===== config.mk =====
export PLATFORM = sky130hd
export DESIGN_NAME = pressure_trend_regression_flat
export DESIGN_NICKNAME = d
export VERILOG_FILES = /design/src/rtl/ptr_pkg.sv /design/src/rtl/ptr_if.sv /design/src/rtl/ptr_alu.sv /design/src/rtl/pressure_trend_regression.sv /design/src/flat_wrapper.sv
export SDC_FILE = /design/constraint.sdc
export NUM_CORES = 2
export LEC_CHECK = 0
export ABC_AREA = 1
export BUFFER_PORTS_ARGS = -buffer_cell sky130_fd_sc_hd__buf_2
export CORE_ASPECT_RATIO = 0.5
export CORE_MARGIN = 5
export CORE_UTILIZATION = 35
export DETAILED_ROUTE_END_ITERATION = 10
export HOLD_SLACK_MARGIN = 0.05
export SLEW_MARGIN = 20
export SYNTH_ARGS = -nofsm -noshare
export SYNTH_HDL_FRONTEND = slang
export SYNTH_HIERARCHICAL = 1
export SYNTH_SLANG_ARGS = --single-unit

===== constraint.sdc =====
create_clock -name clk_i -period 11.7 [get_ports clk_i]
set_input_delay 2.34 -clock clk_i [delete_from_list [all_inputs] [get_ports clk_i]]
set_output_delay 2.34 -clock clk_i [all_outputs]
set_load 0.01 [all_outputs]

===== src/rtl/ptr_pkg.sv =====
package ptr_pkg;

  // Ring depth and derived widths.
  localparam int unsigned History  = 16;
  localparam int unsigned IdxW     = $clog2(History);
  localparam int unsigned FillW    = $clog2(History + 1);

  // Item field widths.
  localparam int unsigned PresW    = 17;
  localparam int unsigned TimeW    = 32;
  localparam int unsigned RateW    = 32;
  localparam int unsigned ClassW   = 2;
  localparam int unsigned HeldW    = 5;
  localparam int unsigned ThrW     = 16;
  localparam logic [ThrW-1:0] ThrReset = 16'd50;

  // Widths of the regression sums.
  localparam int unsigned SxW      = TimeW + IdxW;
  localparam int unsigned SyW      = PresW + IdxW;
  localparam int unsigned SxyW     = TimeW + PresW + IdxW;
  localparam int unsigned SxxW     = 2 * TimeW + IdxW;

  // Pa/ms to Pa/hour scale factor.
  localparam int unsigned ScaleW   = 22;
  localparam logic [ScaleW-1:0] Scale = 22'd3600000;

  // Datapath width of the shared unit: holds the scaled numerator.
  localparam int unsigned NumW     = SxyW + FillW;
  localparam int unsigned AluW     = NumW + ScaleW;
  localparam int unsigned CntW     = $clog2(AluW + 1);

  typedef enum logic {
    ALU_MUL = 1'b0,
    ALU_DIV = 1'b1
  } alu_op_e;

  typedef enum logic [ClassW-1:0] {
    CLS_UNKNOWN = 2'd0,
    CLS_RISING  = 2'd1,
    CLS_FALLING = 2'd2,
    CLS_STABLE  = 2'd3
  } trend_class_e;

  typedef struct packed {
    logic              start;
    alu_op_e           op;
    logic [AluW-1:0]   acc;
    logic [AluW-1:0]   a;
    logic [AluW-1:0]   b;
    logic [CntW-1:0]   cnt;
  } alu_req_t;

  typedef struct packed {
    logic              busy;
    logic              done;
    logic [AluW-1:0]   acc;
    logic [AluW-1:0]   b;
  } alu_rsp_t;

endpackage


===== src/rtl/ptr_if.sv =====
interface ptr_in_if;
  logic                              valid;
  logic                              ready;
  logic [ptr_pkg::PresW-1:0]         pressure_pa;
  logic [ptr_pkg::TimeW-1:0]         time_ms;

  modport source (output valid, output pressure_pa, output time_ms, input ready);
  modport sink   (input valid, input pressure_pa, input time_ms, output ready);
endinterface

interface ptr_out_if;
  logic                              valid;
  logic                              ready;
  logic signed [ptr_pkg::RateW-1:0]  rate_pa_per_hour;
  logic [ptr_pkg::ClassW-1:0]        trend_class;
  logic [ptr_pkg::HeldW-1:0]         samples_held;

  modport source (output valid, output rate_pa_per_hour, output trend_class,
                  output samples_held, input ready);
  modport sink   (input valid, input rate_pa_per_hour, input trend_class,
                  input samples_held, output ready);
endinterface


===== src/rtl/ptr_alu.sv =====
// Shared shift-add multiplier and restoring divider around one wide adder.
module ptr_alu (
  input  logic              clk_i,
  input  logic              rst_ni,
  input  ptr_pkg::alu_req_t req_i,
  output ptr_pkg::alu_rsp_t rsp_o
);

  logic                         busy_q, busy_d;
  logic                         done_q, done_d;
  ptr_pkg::alu_op_e             op_q, op_d;
  logic [ptr_pkg::AluW-1:0]     acc_q, acc_d;
  logic [ptr_pkg::AluW-1:0]     a_q, a_d;
  logic [ptr_pkg::AluW-1:0]     b_q, b_d;
  logic [ptr_pkg::CntW-1:0]     cnt_q, cnt_d;
  logic                         sub;
  logic [ptr_pkg::AluW-1:0]     lhs;
  logic [ptr_pkg::AluW:0]       sum;

  always_comb begin
    sub = (op_q == ptr_pkg::ALU_DIV);
    lhs = sub ? {acc_q[ptr_pkg::AluW-2:0], b_q[ptr_pkg::AluW-1]} : acc_q;
    // In divide mode the carry out is set when the remainder covers the divisor.
    sum = {1'b0, lhs} + {1'b0, (sub ? ~a_q : a_q)} + {{ptr_pkg::AluW{1'b0}}, sub};
  end

  always_comb begin
    busy_d = busy_q;
    done_d = 1'b0;
    op_d   = op_q;
    acc_d  = acc_q;
    a_d    = a_q;
    b_d    = b_q;
    cnt_d  = cnt_q;
    if (req_i.start) begin
      busy_d = 1'b1;
      op_d   = req_i.op;
      acc_d  = req_i.acc;
      a_d    = req_i.a;
      b_d    = req_i.b;
      cnt_d  = req_i.cnt;
    end else if (busy_q) begin
      if (sub) begin
        acc_d = sum[ptr_pkg::AluW] ? sum[ptr_pkg::AluW-1:0] : lhs;
        b_d   = {b_q[ptr_pkg::AluW-2:0], sum[ptr_pkg::AluW]};
      end else begin
        acc_d = b_q[0] ? sum[ptr_pkg::AluW-1:0] : acc_q;
        a_d   = {a_q[ptr_pkg::AluW-2:0], 1'b0};
        b_d   = {1'b0, b_q[ptr_pkg::AluW-1:1]};
      end
      cnt_d = cnt_q - ptr_pkg::CntW'(1);
      if (cnt_q == ptr_pkg::CntW'(1)) begin
        busy_d = 1'b0;
        done_d = 1'b1;
      end
    end
  end

  always_ff @(posedge clk_i or negedge rst_ni) begin
    if (!rst_ni) begin
      busy_q <= 1'b0;
      done_q <= 1'b0;
      op_q   <= ptr_pkg::ALU_MUL;
      cnt_q  <= '0;
    end else begin
      busy_q <= busy_d;
      done_q <= done_d;
      op_q   <= op_d;
      cnt_q  <= cnt_d;
    end
  end

  always_ff @(posedge clk_i) begin
    acc_q <= acc_d;
    a_q   <= a_d;
    b_q   <= b_d;
  end

  assign rsp_o.busy = busy_q;
  assign rsp_o.done = done_q;
  assign rsp_o.acc  = acc_q;
  assign rsp_o.b    = b_q;

endmodule


===== src/rtl/pressure_trend_regression.sv =====
// Channel  Dir  Handshake      Payload
// in_i     in   valid/ready    pressure_pa[16:0], time_ms[31:0]
// out_o    out  valid/ready    rate_pa_per_hour[31:0] signed, trend_class[1:0],
//                              samples_held[4:0]
// cfg      in   cfg_we_i       cfg_wdata_i[15:0] = trend threshold in Pa/hour
//
// An item with two or more held samples runs through the shared shift-add
// multiplier and divider, which retires one operand bit per cycle and does all
// products and the 80-bit division; with fewer than two samples the item goes
// straight to the finish state.
// Reset clears the write slot, the fill level, the state and the output valid,
// and loads the threshold with 50. The ring memories are not cleared.
// Input ready is high only in the idle state. The finished result sits in an
// output register; a new item is accepted while it still waits to be taken.
module pressure_trend_regression (
  input  logic                      clk_i,
  input  logic                      rst_ni,
  ptr_in_if.sink                    in_i,
  ptr_out_if.source                 out_o,
  input  logic                      cfg_we_i,
  input  logic [ptr_pkg::ThrW-1:0]  cfg_wdata_i
);

  // One-hot sequencer states.
  typedef enum logic [13:0] {
    S_IDLE   = 14'b00000000000001,
    S_T0     = 14'b00000000000010,
    S_T0W    = 14'b00000000000100,
    S_FETCH  = 14'b00000000001000,
    S_LOAD   = 14'b00000000010000,
    S_MXX    = 14'b00000000100000,
    S_MXY    = 14'b00000001000000,
    S_NSXX   = 14'b00000010000000,
    S_SXSX   = 14'b00000100000000,
    S_NSXY   = 14'b00001000000000,
    S_SXSY   = 14'b00010000000000,
    S_SCALE  = 14'b00100000000000,
    S_DIVIDE = 14'b01000000000000,
    S_FINISH = 14'b10000000000000
  } state_e;

  state_e                          state_q, state_d;

  // Sample ring: two memories written on accept and read one entry per cycle.
  logic [ptr_pkg::PresW-1:0]       pres_mem [ptr_pkg::History];
  logic [ptr_pkg::TimeW-1:0]       time_mem [ptr_pkg::History];
  logic [ptr_pkg::PresW-1:0]       pres_rd_q;
  logic [ptr_pkg::TimeW-1:0]       time_rd_q;
  logic [ptr_pkg::IdxW-1:0]        rd_addr;

  logic [ptr_pkg::IdxW-1:0]        slot_q, slot_d;
  logic [ptr_pkg::FillW-1:0]       fill_q, fill_d;
  logic [ptr_pkg::IdxW-1:0]        base_q, base_d;
  logic [ptr_pkg::IdxW-1:0]        idx_q, idx_d;
  logic [ptr_pkg::ThrW-1:0]        thr_q;

  // Regression sums and intermediates.
  logic [ptr_pkg::TimeW-1:0]       t0_q, t0_d;
  logic [ptr_pkg::TimeW-1:0]       x_q, x_d;
  logic [ptr_pkg::PresW-1:0]       y_q, y_d;
  logic [ptr_pkg::SxW-1:0]         sx_q, sx_d;
  logic [ptr_pkg::SyW-1:0]         sy_q, sy_d;
  logic [ptr_pkg::SxyW-1:0]        sxy_q, sxy_d;
  logic [ptr_pkg::SxxW-1:0]        sxx_q, sxx_d;
  logic [ptr_pkg::AluW-1:0]        tmp_q, tmp_d;
  logic [ptr_pkg::AluW-1:0]        den_q, den_d;
  logic                            neg_q, neg_d;

  logic [ptr_pkg::RateW-1:0]       res_rate_q, res_rate_d;
  ptr_pkg::trend_class_e           res_cls_q, res_cls_d;

  logic                            out_valid_q, out_valid_d;
  logic [ptr_pkg::RateW-1:0]       out_rate_q, out_rate_d;
  ptr_pkg::trend_class_e           out_cls_q, out_cls_d;
  logic [ptr_pkg::FillW-1:0]       out_held_q, out_held_d;

  ptr_pkg::alu_req_t               alu_req;
  ptr_pkg::alu_rsp_t               alu_rsp;

  logic                            in_acc;
  logic [ptr_pkg::IdxW:0]          idx_sum;
  logic [ptr_pkg::TimeW-1:0]       x_new;
  logic [ptr_pkg::AluW-1:0]        diff_ab;
  logic [ptr_pkg::AluW-1:0]        diff_ba;
  logic [ptr_pkg::AluW-1:0]        quo;
  logic [ptr_pkg::RateW-1:0]       rate_sat;
  logic signed [ptr_pkg::RateW:0]  rate_ext;
  logic signed [ptr_pkg::RateW:0]  thr_pos;
  logic signed [ptr_pkg::RateW:0]  thr_neg;
  logic                            out_free;

  ptr_alu u_alu (
    .clk_i  (clk_i),
    .rst_ni (rst_ni),
    .req_i  (alu_req),
    .rsp_o  (alu_rsp)
  );

  assign in_acc   = in_i.valid && in_i.ready;
  assign in_i.ready = (state_q == S_IDLE);
  assign out_free = !out_valid_q || out_o.ready;

  // Ring index of the current sample, wrapping at the ring depth.
  assign idx_sum = {1'b0, base_q} + {1'b0, idx_q};
  always_comb begin
    if (idx_sum >= (ptr_pkg::IdxW + 1)'(ptr_pkg::History)) begin
      rd_addr = ptr_pkg::IdxW'(idx_sum - (ptr_pkg::IdxW + 1)'(ptr_pkg::History));
    end else begin
      rd_addr = idx_sum[ptr_pkg::IdxW-1:0];
    end
  end

  always_ff @(posedge clk_i) begin
    if (in_acc) begin
      pres_mem[slot_q] <= in_i.pressure_pa;
      time_mem[slot_q] <= in_i.time_ms;
    end
    pres_rd_q <= pres_mem[rd_addr];
    time_rd_q <= time_mem[rd_addr];
  end

  assign x_new = time_rd_q - t0_q;

  // Both orders of the numerator difference; the sign picks one.
  assign diff_ab = tmp_q - alu_rsp.acc;
  assign diff_ba = alu_rsp.acc - tmp_q;

  // Saturate the magnitude quotient to the signed 32-bit range.
  assign quo = alu_rsp.b;
  always_comb begin
    if (neg_q) begin
      if ((|quo[ptr_pkg::AluW-1:ptr_pkg::RateW]) ||
          (quo[ptr_pkg::RateW-1] && (|quo[ptr_pkg::RateW-2:0]))) begin
        rate_sat = {1'b1, {(ptr_pkg::RateW-1){1'b0}}};
      end else begin
        rate_sat = ptr_pkg::RateW'(0) - quo[ptr_pkg::RateW-1:0];
      end
    end else begin
      if (|quo[ptr_pkg::AluW-1:ptr_pkg::RateW-1]) begin
        rate_sat = {1'b0, {(ptr_pkg::RateW-1){1'b1}}};
      end else begin
        rate_sat = quo[ptr_pkg::RateW-1:0];
      end
    end
  end

  assign rate_ext = $signed({rate_sat[ptr_pkg::RateW-1], rate_sat});
  assign thr_pos  = $signed({{(ptr_pkg::RateW + 1 - ptr_pkg::ThrW){1'b0}}, thr_q});
  assign thr_neg  = -thr_pos;

  always_comb begin
    state_d     = state_q;
    slot_d      = slot_q;
    fill_d      = fill_q;
    base_d      = base_q;
    idx_d       = idx_q;
    t0_d        = t0_q;
    x_d         = x_q;
    y_d         = y_q;
    sx_d        = sx_q;
    sy_d        = sy_q;
    sxy_d       = sxy_q;
    sxx_d       = sxx_q;
    tmp_d       = tmp_q;
    den_d       = den_q;
    neg_d       = neg_q;
    res_rate_d  = res_rate_q;
    res_cls_d   = res_cls_q;
    out_valid_d = out_valid_q && !out_o.ready;
    out_rate_d  = out_rate_q;
    out_cls_d   = out_cls_q;
    out_held_d  = out_held_q;
    alu_req     = '0;

    case (state_q)
      S_IDLE: begin
        if (in_acc) begin
          if (slot_q == ptr_pkg::IdxW'(ptr_pkg::History - 1)) begin
            slot_d = '0;
          end else begin
            slot_d = slot_q + ptr_pkg::IdxW'(1);
          end
          if (fill_q < ptr_pkg::FillW'(ptr_pkg::History)) begin
            fill_d = fill_q + ptr_pkg::FillW'(1);
          end
          // The oldest sample sits at slot 0 until the ring is full.
          base_d = (fill_d < ptr_pkg::FillW'(ptr_pkg::History)) ? '0 : slot_d;
          idx_d  = '0;
          sx_d   = '0;
          sy_d   = '0;
          sxy_d  = '0;
          sxx_d  = '0;
          if (fill_d < ptr_pkg::FillW'(2)) begin
            res_rate_d = '0;
            res_cls_d  = ptr_pkg::CLS_UNKNOWN;
            state_d    = S_FINISH;
          end else begin
            state_d = S_T0;
          end
        end
      end
      S_T0: begin
        state_d = S_T0W;
      end
      S_T0W: begin
        t0_d    = time_rd_q;
        state_d = S_FETCH;
      end
      S_FETCH: begin
        state_d = S_LOAD;
      end
      S_LOAD: begin
        x_d  = x_new;
        y_d  = pres_rd_q;
        sx_d = sx_q + ptr_pkg::SxW'(x_new);
        sy_d = sy_q + ptr_pkg::SyW'(pres_rd_q);
        alu_req.start = 1'b1;
        alu_req.op    = ptr_pkg::ALU_MUL;
        alu_req.acc   = ptr_pkg::AluW'(sxx_q);
        alu_req.a     = ptr_pkg::AluW'(x_new);
        alu_req.b     = ptr_pkg::AluW'(x_new);
        alu_req.cnt   = ptr_pkg::CntW'(ptr_pkg::TimeW);
        state_d = S_MXX;
      end
      S_MXX: begin
        if (alu_rsp.done) begin
          sxx_d = alu_rsp.acc[ptr_pkg::SxxW-1:0];
          alu_req.start = 1'b1;
          alu_req.op    = ptr_pkg::ALU_MUL;
          alu_req.acc   = ptr_pkg::AluW'(sxy_q);
          alu_req.a     = ptr_pkg::AluW'(x_q);
          alu_req.b     = ptr_pkg::AluW'(y_q);
          alu_req.cnt   = ptr_pkg::CntW'(ptr_pkg::PresW);
          state_d = S_MXY;
        end
      end
      S_MXY: begin
        if (alu_rsp.done) begin
          sxy_d = alu_rsp.acc[ptr_pkg::SxyW-1:0];
          if ((ptr_pkg::FillW'(idx_q) + ptr_pkg::FillW'(1)) == fill_q) begin
            // All samples summed: form n*Sxx first.
            alu_req.start = 1'b1;
            alu_req.op    = ptr_pkg::ALU_MUL;
            alu_req.acc   = '0;
            alu_req.a     = ptr_pkg::AluW'(sxx_q);
            alu_req.b     = ptr_pkg::AluW'(fill_q);
            alu_req.cnt   = ptr_pkg::CntW'(ptr_pkg::FillW);
            state_d = S_NSXX;
          end else begin
            idx_d   = idx_q + ptr_pkg::IdxW'(1);
            state_d = S_FETCH;
          end
        end
      end
      S_NSXX: begin
        if (alu_rsp.done) begin
          tmp_d = alu_rsp.acc;
          alu_req.start = 1'b1;
          alu_req.op    = ptr_pkg::ALU_MUL;
          alu_req.acc   = '0;
          alu_req.a     = ptr_pkg::AluW'(sx_q);
          alu_req.b     = ptr_pkg::AluW'(sx_q);
          alu_req.cnt   = ptr_pkg::CntW'(ptr_pkg::SxW);
          state_d = S_SXSX;
        end
      end
      S_SXSX: begin
        if (alu_rsp.done) begin
          den_d = diff_ab;
          if (diff_ab == '0) begin
            // All timestamps equal: no slope, reported as stable.
            res_rate_d = '0;
            res_cls_d  = ptr_pkg::CLS_STABLE;
            state_d    = S_FINISH;
          end else begin
            alu_req.start = 1'b1;
            alu_req.op    = ptr_pkg::ALU_MUL;
            alu_req.acc   = '0;
            alu_req.a     = ptr_pkg::AluW'(sxy_q);
            alu_req.b     = ptr_pkg::AluW'(fill_q);
            alu_req.cnt   = ptr_pkg::CntW'(ptr_pkg::FillW);
            state_d = S_NSXY;
          end
        end
      end
      S_NSXY: begin
        if (alu_rsp.done) begin
          tmp_d = alu_rsp.acc;
          alu_req.start = 1'b1;
          alu_req.op    = ptr_pkg::ALU_MUL;
          alu_req.acc   = '0;
          alu_req.a     = ptr_pkg::AluW'(sx_q);
          alu_req.b     = ptr_pkg::AluW'(sy_q);
          alu_req.cnt   = ptr_pkg::CntW'(ptr_pkg::SyW);
          state_d = S_SXSY;
        end
      end
      S_SXSY: begin
        if (alu_rsp.done) begin
          neg_d = (tmp_q < alu_rsp.acc);
          alu_req.start = 1'b1;
          alu_req.op    = ptr_pkg::ALU_MUL;
          alu_req.acc   = '0;
          alu_req.a     = (tmp_q < alu_rsp.acc) ? diff_ba : diff_ab;
          alu_req.b     = ptr_pkg::AluW'(ptr_pkg::Scale);
          alu_req.cnt   = ptr_pkg::CntW'(ptr_pkg::ScaleW);
          state_d = S_SCALE;
        end
      end
      S_SCALE: begin
        if (alu_rsp.done) begin
          alu_req.start = 1'b1;
          alu_req.op    = ptr_pkg::ALU_DIV;
          alu_req.acc   = '0;
          alu_req.a     = den_q;
          alu_req.b     = alu_rsp.acc;
          alu_req.cnt   = ptr_pkg::CntW'(ptr_pkg::AluW);
          state_d = S_DIVIDE;
        end
      end
      S_DIVIDE: begin
        if (alu_rsp.done) begin
          res_rate_d = rate_sat;
          if (rate_ext > thr_pos) begin
            res_cls_d = ptr_pkg::CLS_RISING;
          end else if (rate_ext < thr_neg) begin
            res_cls_d = ptr_pkg::CLS_FALLING;
          end else begin
            res_cls_d = ptr_pkg::CLS_STABLE;
          end
          state_d = S_FINISH;
        end
      end
      S_FINISH: begin
        if (out_free) begin
          out_valid_d = 1'b1;
          out_rate_d  = res_rate_q;
          out_cls_d   = res_cls_q;
          out_held_d  = fill_q;
          state_d     = S_IDLE;
        end
      end
      default: begin
        state_d = S_IDLE;
      end
    endcase
  end

  always_ff @(posedge clk_i or negedge rst_ni) begin
    if (!rst_ni) begin
      state_q     <= S_IDLE;
      slot_q      <= '0;
      fill_q      <= '0;
      thr_q       <= ptr_pkg::ThrReset;
      out_valid_q <= 1'b0;
    end else begin
      state_q     <= state_d;
      slot_q      <= slot_d;
      fill_q      <= fill_d;
      out_valid_q <= out_valid_d;
      if (cfg_we_i) begin
        thr_q <= cfg_wdata_i;
      end
    end
  end

  always_ff @(posedge clk_i) begin
    base_q     <= base_d;
    idx_q      <= idx_d;
    t0_q       <= t0_d;
    x_q        <= x_d;
    y_q        <= y_d;
    sx_q       <= sx_d;
    sy_q       <= sy_d;
    sxy_q      <= sxy_d;
    sxx_q      <= sxx_d;
    tmp_q      <= tmp_d;
    den_q      <= den_d;
    neg_q      <= neg_d;
    res_rate_q <= res_rate_d;
    res_cls_q  <= res_cls_d;
    out_rate_q <= out_rate_d;
    out_cls_q  <= out_cls_d;
    out_held_q <= out_held_d;
  end

  assign out_o.valid            = out_valid_q;
  assign out_o.rate_pa_per_hour = out_rate_q;
  assign out_o.trend_class      = out_cls_q;
  assign out_o.samples_held     = ptr_pkg::HeldW'(out_held_q);

`ifndef SYNTHESIS
  // The shared unit is never left running while the block waits for an item.
  a_idle_alu_quiet: assert property (@(posedge clk_i) disable iff (!rst_ni)
    (state_q == S_IDLE) |-> !alu_rsp.busy)
    else $error("shared unit busy in idle state");

  // An accepted item always leaves at least one sample in the ring.
  a_fill_after_accept: assert property (@(posedge clk_i) disable iff (!rst_ni)
    in_acc |=> (fill_q != '0))
    else $error("fill level zero after accepting an item");

  // An unknown class is only reported while fewer than two samples are held.
  a_unknown_few: assert property (@(posedge clk_i) disable iff (!rst_ni)
    (out_o.valid && (out_o.trend_class == ptr_pkg::CLS_UNKNOWN))
      |-> (out_o.samples_held < ptr_pkg::HeldW'(2)))
    else $error("unknown class with two or more samples");

  // A rising class always comes with a positive rate.
  a_rising_positive: assert property (@(posedge clk_i) disable iff (!rst_ni)
    (out_o.valid && (out_o.trend_class == ptr_pkg::CLS_RISING))
      |-> (out_o.rate_pa_per_hour > 0))
    else $error("rising class with non-positive rate");
`endif

endmodule

===== src/flat_wrapper.sv =====
// flat-port wrapper written by rule: the top's interface ports become plain ports
module pressure_trend_regression_flat 
  (clk_i, rst_ni, cfg_we_i, cfg_wdata_i, in_i_valid, in_i_pressure_pa, in_i_time_ms, in_i_ready, out_o_valid, out_o_rate_pa_per_hour, out_o_trend_class, out_o_samples_held, out_o_ready);
  ptr_in_if in_i_i ();
  ptr_out_if out_o_i ();
  input  logic clk_i;
  input  logic rst_ni;
  input  logic cfg_we_i;
  input  logic [ptr_pkg::ThrW-1:0] cfg_wdata_i;
  input wire logic [$bits(in_i_i.valid)-1:0] in_i_valid;
  input wire logic [$bits(in_i_i.pressure_pa)-1:0] in_i_pressure_pa;
  input wire logic [$bits(in_i_i.time_ms)-1:0] in_i_time_ms;
  output wire logic [$bits(in_i_i.ready)-1:0] in_i_ready;
  output wire logic [$bits(out_o_i.valid)-1:0] out_o_valid;
  output wire logic [$bits(out_o_i.rate_pa_per_hour)-1:0] out_o_rate_pa_per_hour;
  output wire logic [$bits(out_o_i.trend_class)-1:0] out_o_trend_class;
  output wire logic [$bits(out_o_i.samples_held)-1:0] out_o_samples_held;
  input wire logic [$bits(out_o_i.ready)-1:0] out_o_ready;
  assign in_i_i.valid = in_i_valid;
  assign in_i_i.pressure_pa = in_i_pressure_pa;
  assign in_i_i.time_ms = in_i_time_ms;
  assign in_i_ready = in_i_i.ready;
  assign out_o_valid = out_o_i.valid;
  assign out_o_rate_pa_per_hour = out_o_i.rate_pa_per_hour;
  assign out_o_trend_class = out_o_i.trend_class;
  assign out_o_samples_held = out_o_i.samples_held;
  assign out_o_i.ready = out_o_ready;
  pressure_trend_regression u_core (.clk_i(clk_i), .rst_ni(rst_ni), .in_i(in_i_i), .out_o(out_o_i), .cfg_we_i(cfg_we_i), .cfg_wdata_i(cfg_wdata_i));
endmodule

======== Word level (Yosys, flattened, before mapping) ========
Memories as Yosys holds them, arrays and structs flattened. A register that Yosys moved wholly into a read port is not among the register bits.
Cells that the tools add are included.
word-level totals
  bits in registers ....................... 791
  RAM bits ................................ 784
  input port bits ......................... 70
  memories kept ........................... 2
operators by class
  add/subtract/negate cells ............... 16
  $lt $le $gt $ge ......................... 7
  equality and inequality tests ........... 31
  multiplexer cells ....................... 86
  bitwise gates (word level) .............. 1
  reduce and logical (&&, ||, !) cells .... 31
memories
  name             depth  width  rd ports  clocked after Yosys merged registers in  wr ports  line                             text
  u_core.time_mem  16     32     1         1                                        1         pressure_trend_regression.sv:46  logic [ptr_pkg::TimeW-1:0] time_mem [ptr_pkg::History];
  u_core.pres_mem  16     17     1         1                                        1         pressure_trend_regression.sv:45  logic [ptr_pkg::PresW-1:0] pres_mem [ptr_pkg::History];
operators by type and width
  operator           count
  $mux W249          9
  $pmux W249 S8      1
  $mux W80           14
  $mux W32           8
  $pmux W14 S14      1
  $mux W14           12
  $sub A80 B80 Y80   2
  $mux W68           2
  $pmux W68 S2       1
  $mux W53           2
  $pmux W53 S2       1
  $pmux W32 S3       1
  $add A80 B80 Y81   1
  $add A81 B1 Y81    1
  $logic_not A80 Y1  1
  $lt A80 B80 Y1     1
  $not A80 Y80       1
  $pmux W36 S2       1
  $reduce_or A49 Y1  1
  $reduce_or A48 Y1  1
  $pmux W21 S2       1
  $add A36 B32 Y36   1
  $mux W36           1
  $lt A32 B33 Y1     1
  54 further kinds   106

======== Longest topological paths before layout ========
  depth in word-level cells ............... 10
  mapped depth ............................ 33
  gate-level depth less buffers ........... 30

======== By module ========
The synthesis kept the hierarchy.
modules (own cells, without submodules)
  module                     instances  cells an instance  area an instance (µm²)  seq. area each (µm²)
  pressure_trend_regression  1          8,209              75,542.5                40,573.9
  ptr_alu                    1          3,081              20,958.9                7,457.2

======== Worst setup path after synthesis ========
OpenSTA, ideal clock, no wires.
  path kind ............................... flip-flop to flip-flop
  start ................................... register u_core.state_q[3]
  end ..................................... register u_core/u_alu/acc_q[0] (netlist bit), enable pin
  library setup time ...................... 0.545 ns
  arrival time ............................ 9.709 ns
  setup slack ............................. 1.447 ns
  stages on the path, launching flop included .. 15
  clock period less this slack ............ 10.253 ns
  path through ............................ dfrtp_1 nor2_1 nand2_1 nor2_1 inv_1 nor3_1 inv_1 nor2_1 nand2_4 nand2_2 inv_1 nand2_1 clkbuf_1 nor2_1 a21oi_1
RTL lines
  item                    line                              text
  from (decl)             pressure_trend_regression.sv:42   state_e state_q, state_d;
  from (signal assigned)  pressure_trend_regression.sv:357  state_q <= state_d;
  to (signal assigned)    ptr_alu.sv:74                     acc_q <= acc_d;
  to (decl)               ptr_alu.sv:12                     logic [ptr_pkg::AluW-1:0] acc_q, acc_d;

==> out/metrics.cfg <==
[critical_path]
r2r-end=u_core/u_alu/b_q[71]
cp-end-kind=register
worstRegToRegCells=27
r2r-start=u_core/u_alu/acc_q[0]
path_max_fanout=60
cp-start-kind=register
crit_type=register to register
crit_arrival_ns=9.43
worstPathRequired_ns=12.13
reg2reg_slack_ns=2.70

[sta]
finalCritPeriodShare_pct=76.9
relSlewSlack_pct=16.0
worst_pin_slew_ns=1.26
rsz0062_at_grt=no
max_freq_mhz=111
slew_viol_final=0
tns_ns=0
finalCriticalPeriod_ns=9.00
hold_viol_final=0
setup_viol=0
worst_hold_slack_ns=0.417
worst_clock_skew_ns=0.0794

[clock_network]
clock_path_buffers=4
cts_root_buf=clkbuf_16
clock_sinks=1624
post-cts-setup-buffers=0
cts-hold-fix-buffers=0
htree_levels=4
cts.clk_slew.worst_paths_ns=0.06
clock_latency_ns=0.87
cts_tree=built
post_cts_resized=0
cts_inserted_buffers=163

[floorplan]
fp.coreArea_um2=275000
die_area_um2=287000
io_pins=111
dieHeight_um=381
rows=136
initial_core_util_pct=35.1
die_x_um=753

[layout]
synthToLayoutAreaGrowth_pct=10.1
nets=11743
final_core_util_pct=38.7
layout_commonest_cell=nand2_1
final_cell_mix=2709 x nand2_1, 1684 x inv_1, 1525 x edfxtp_1, 850 x nor2_1, 838 x o21ai_0
final_layout_size_suffix_gt1_share_pct=6.12
nFillCells=27954

[route]
wl_per_cell_um=25.2
avgViaCountPerCell=5.43
wl_um=381000
remaining_drc_errors=0
via_count=81816
firstDrtPassIters=7
ant_nets=0
drt_iter0_markers=10514

[status]
status=finished clean

[global_routing]
grt_first_pass_wirelength_um=537000
antenna_found_initial=29
grt_pass1_vias=76418
globalRouteMet2Util_pct=39.0
use_met1_pct=34.8
grt.overflow.total=0
grt.busiest_layer=met2
grt_max_degree=178
grt_usage_pct=25.5
met3_usage_pct=5.72

[hold_path]
holdPathStages=0
holdPathEnd=u_core/out_o.rate_pa_per_hour[23]
hold_class=register to register
min-delay-start=u_core/res_rate_q[23]

[placed_design]
portBuffers=110
gp_congestion=1.06
dpl.hpwl_um=286000

[flow_run]
max_cap_violations=0

[pwr]
p_leak_nw=45.0
ir_worst_vdd_v=0.000263
p_total_mw=22.4
p_per_area_nw_per_um2=211

[synthesis]
yosys_warnings=6
synth_cells=11289
synth.avg_cell_area_um2=8.55
syn_area_um2=96500

==> state kept, by name, summed over array words and instances, names as in the netlist, 36 cells and up <==
signal	flops
u_core/time_mem	512
u_core/pres_mem	272
u_core/den_q	80
u_core/tmp_q	80
u_core/u_alu/a_q	80
u_core/u_alu/acc_q	80
u_core/u_alu/b_q	80
u_core/sxx_q	68
u_core/sxy_q	53
u_core/sx_q	36
==> critical path, cell delays in order (launching register included) <==
cell and delay [ns]:
edfxtp_1 0.54, ha_1 0.29, inv_1 0.39, fa_1 0.76, nand3_1 0.20, nand2_1 0.51
nand2_1 0.17, nand2_1 0.24, nand2_1 0.10, nand2_1 0.21, nand2_1 0.08, nand2_1 0.19
nand2_1 0.09, nor2_1 0.08, nand2_1 0.10, nor2_1 0.17, nand2_1 0.07, nor2_1 0.54
nand3_1 0.18, nor2_1 0.18, nand3_2 0.21, nand2_4 0.31, nand2_2 0.17, inv_1 0.15
nand2_4 0.17, nor2_1 0.90, clkinv_2 0.83, buf_4 0.59
==> metal layers <==
| metal | part of all wire [%] | wire length (µm) |
|---|---|---|
| met4 | 4.8 | 18200 |
| met1 | 42 | 161000 |
| met5 | 0.033 | 126 |
| met3 | 9.7 | 36900 |
| met2 | 43 | 164000 |
==> cell type report <==
type                    instances  area, µm²  share of cell area (%)
flip-flops and latches       1624      48000                    45.2
multi-input cells            7515      40500                    38.1
inverters                    1765       6640                    6.25
well taps                    3657       4580                    4.31
clock buffers                 210       4380                    4.12
repair buffers                217       1410                    1.32
clock inverters                77        693                   0.653
diodes                         10       25.0                  0.0236
==> power by group <==
| group | total [mW] | switching, mW | internal [mW] |
|---|---|---|---|
| Sequential | 7.81 | 0.461 | 7.35 |
| Combinational | 9.37 | 6.69 | 2.68 |
| Clock | 5.22 | 2.37 | 2.85 |
==> how the worst max path moves through the flow <==
stage | start | end | slack (ns) | cells past startpoint
after detailed placement | u_core/u_alu/acc_q[0] | u_core/u_alu/b_q[74] | 3.20 | 27
after CTS | u_core/u_alu/acc_q[0] | u_core/u_alu/b_q[71] | 3.18 | 27
after global routing | u_core/u_alu/acc_q[0] | u_core/u_alu/b_q[71] | 2.62 | 27
after floorplan | u_core/state_q[3] | u_core/u_alu/acc_q[0] | 1.45 | 14
after global placement | u_core/u_alu/acc_q[0] | u_core/u_alu/b_q[72] | 3.20 | 27
final | u_core/u_alu/acc_q[0] | u_core/u_alu/b_q[71] | 2.70 | 27
==> through the flow <==
stage	instances	instance area (µm²)	worst slack, ns
floorplan	11301	96500	1.45
CTS	15063	106000	3.18
global placement	14776	101000	3.20
finish	15075	106000	2.70
global route	15066	106000	2.62
detailed placement	14776	101000	3.20
Power figures use the tool's default switching activity.
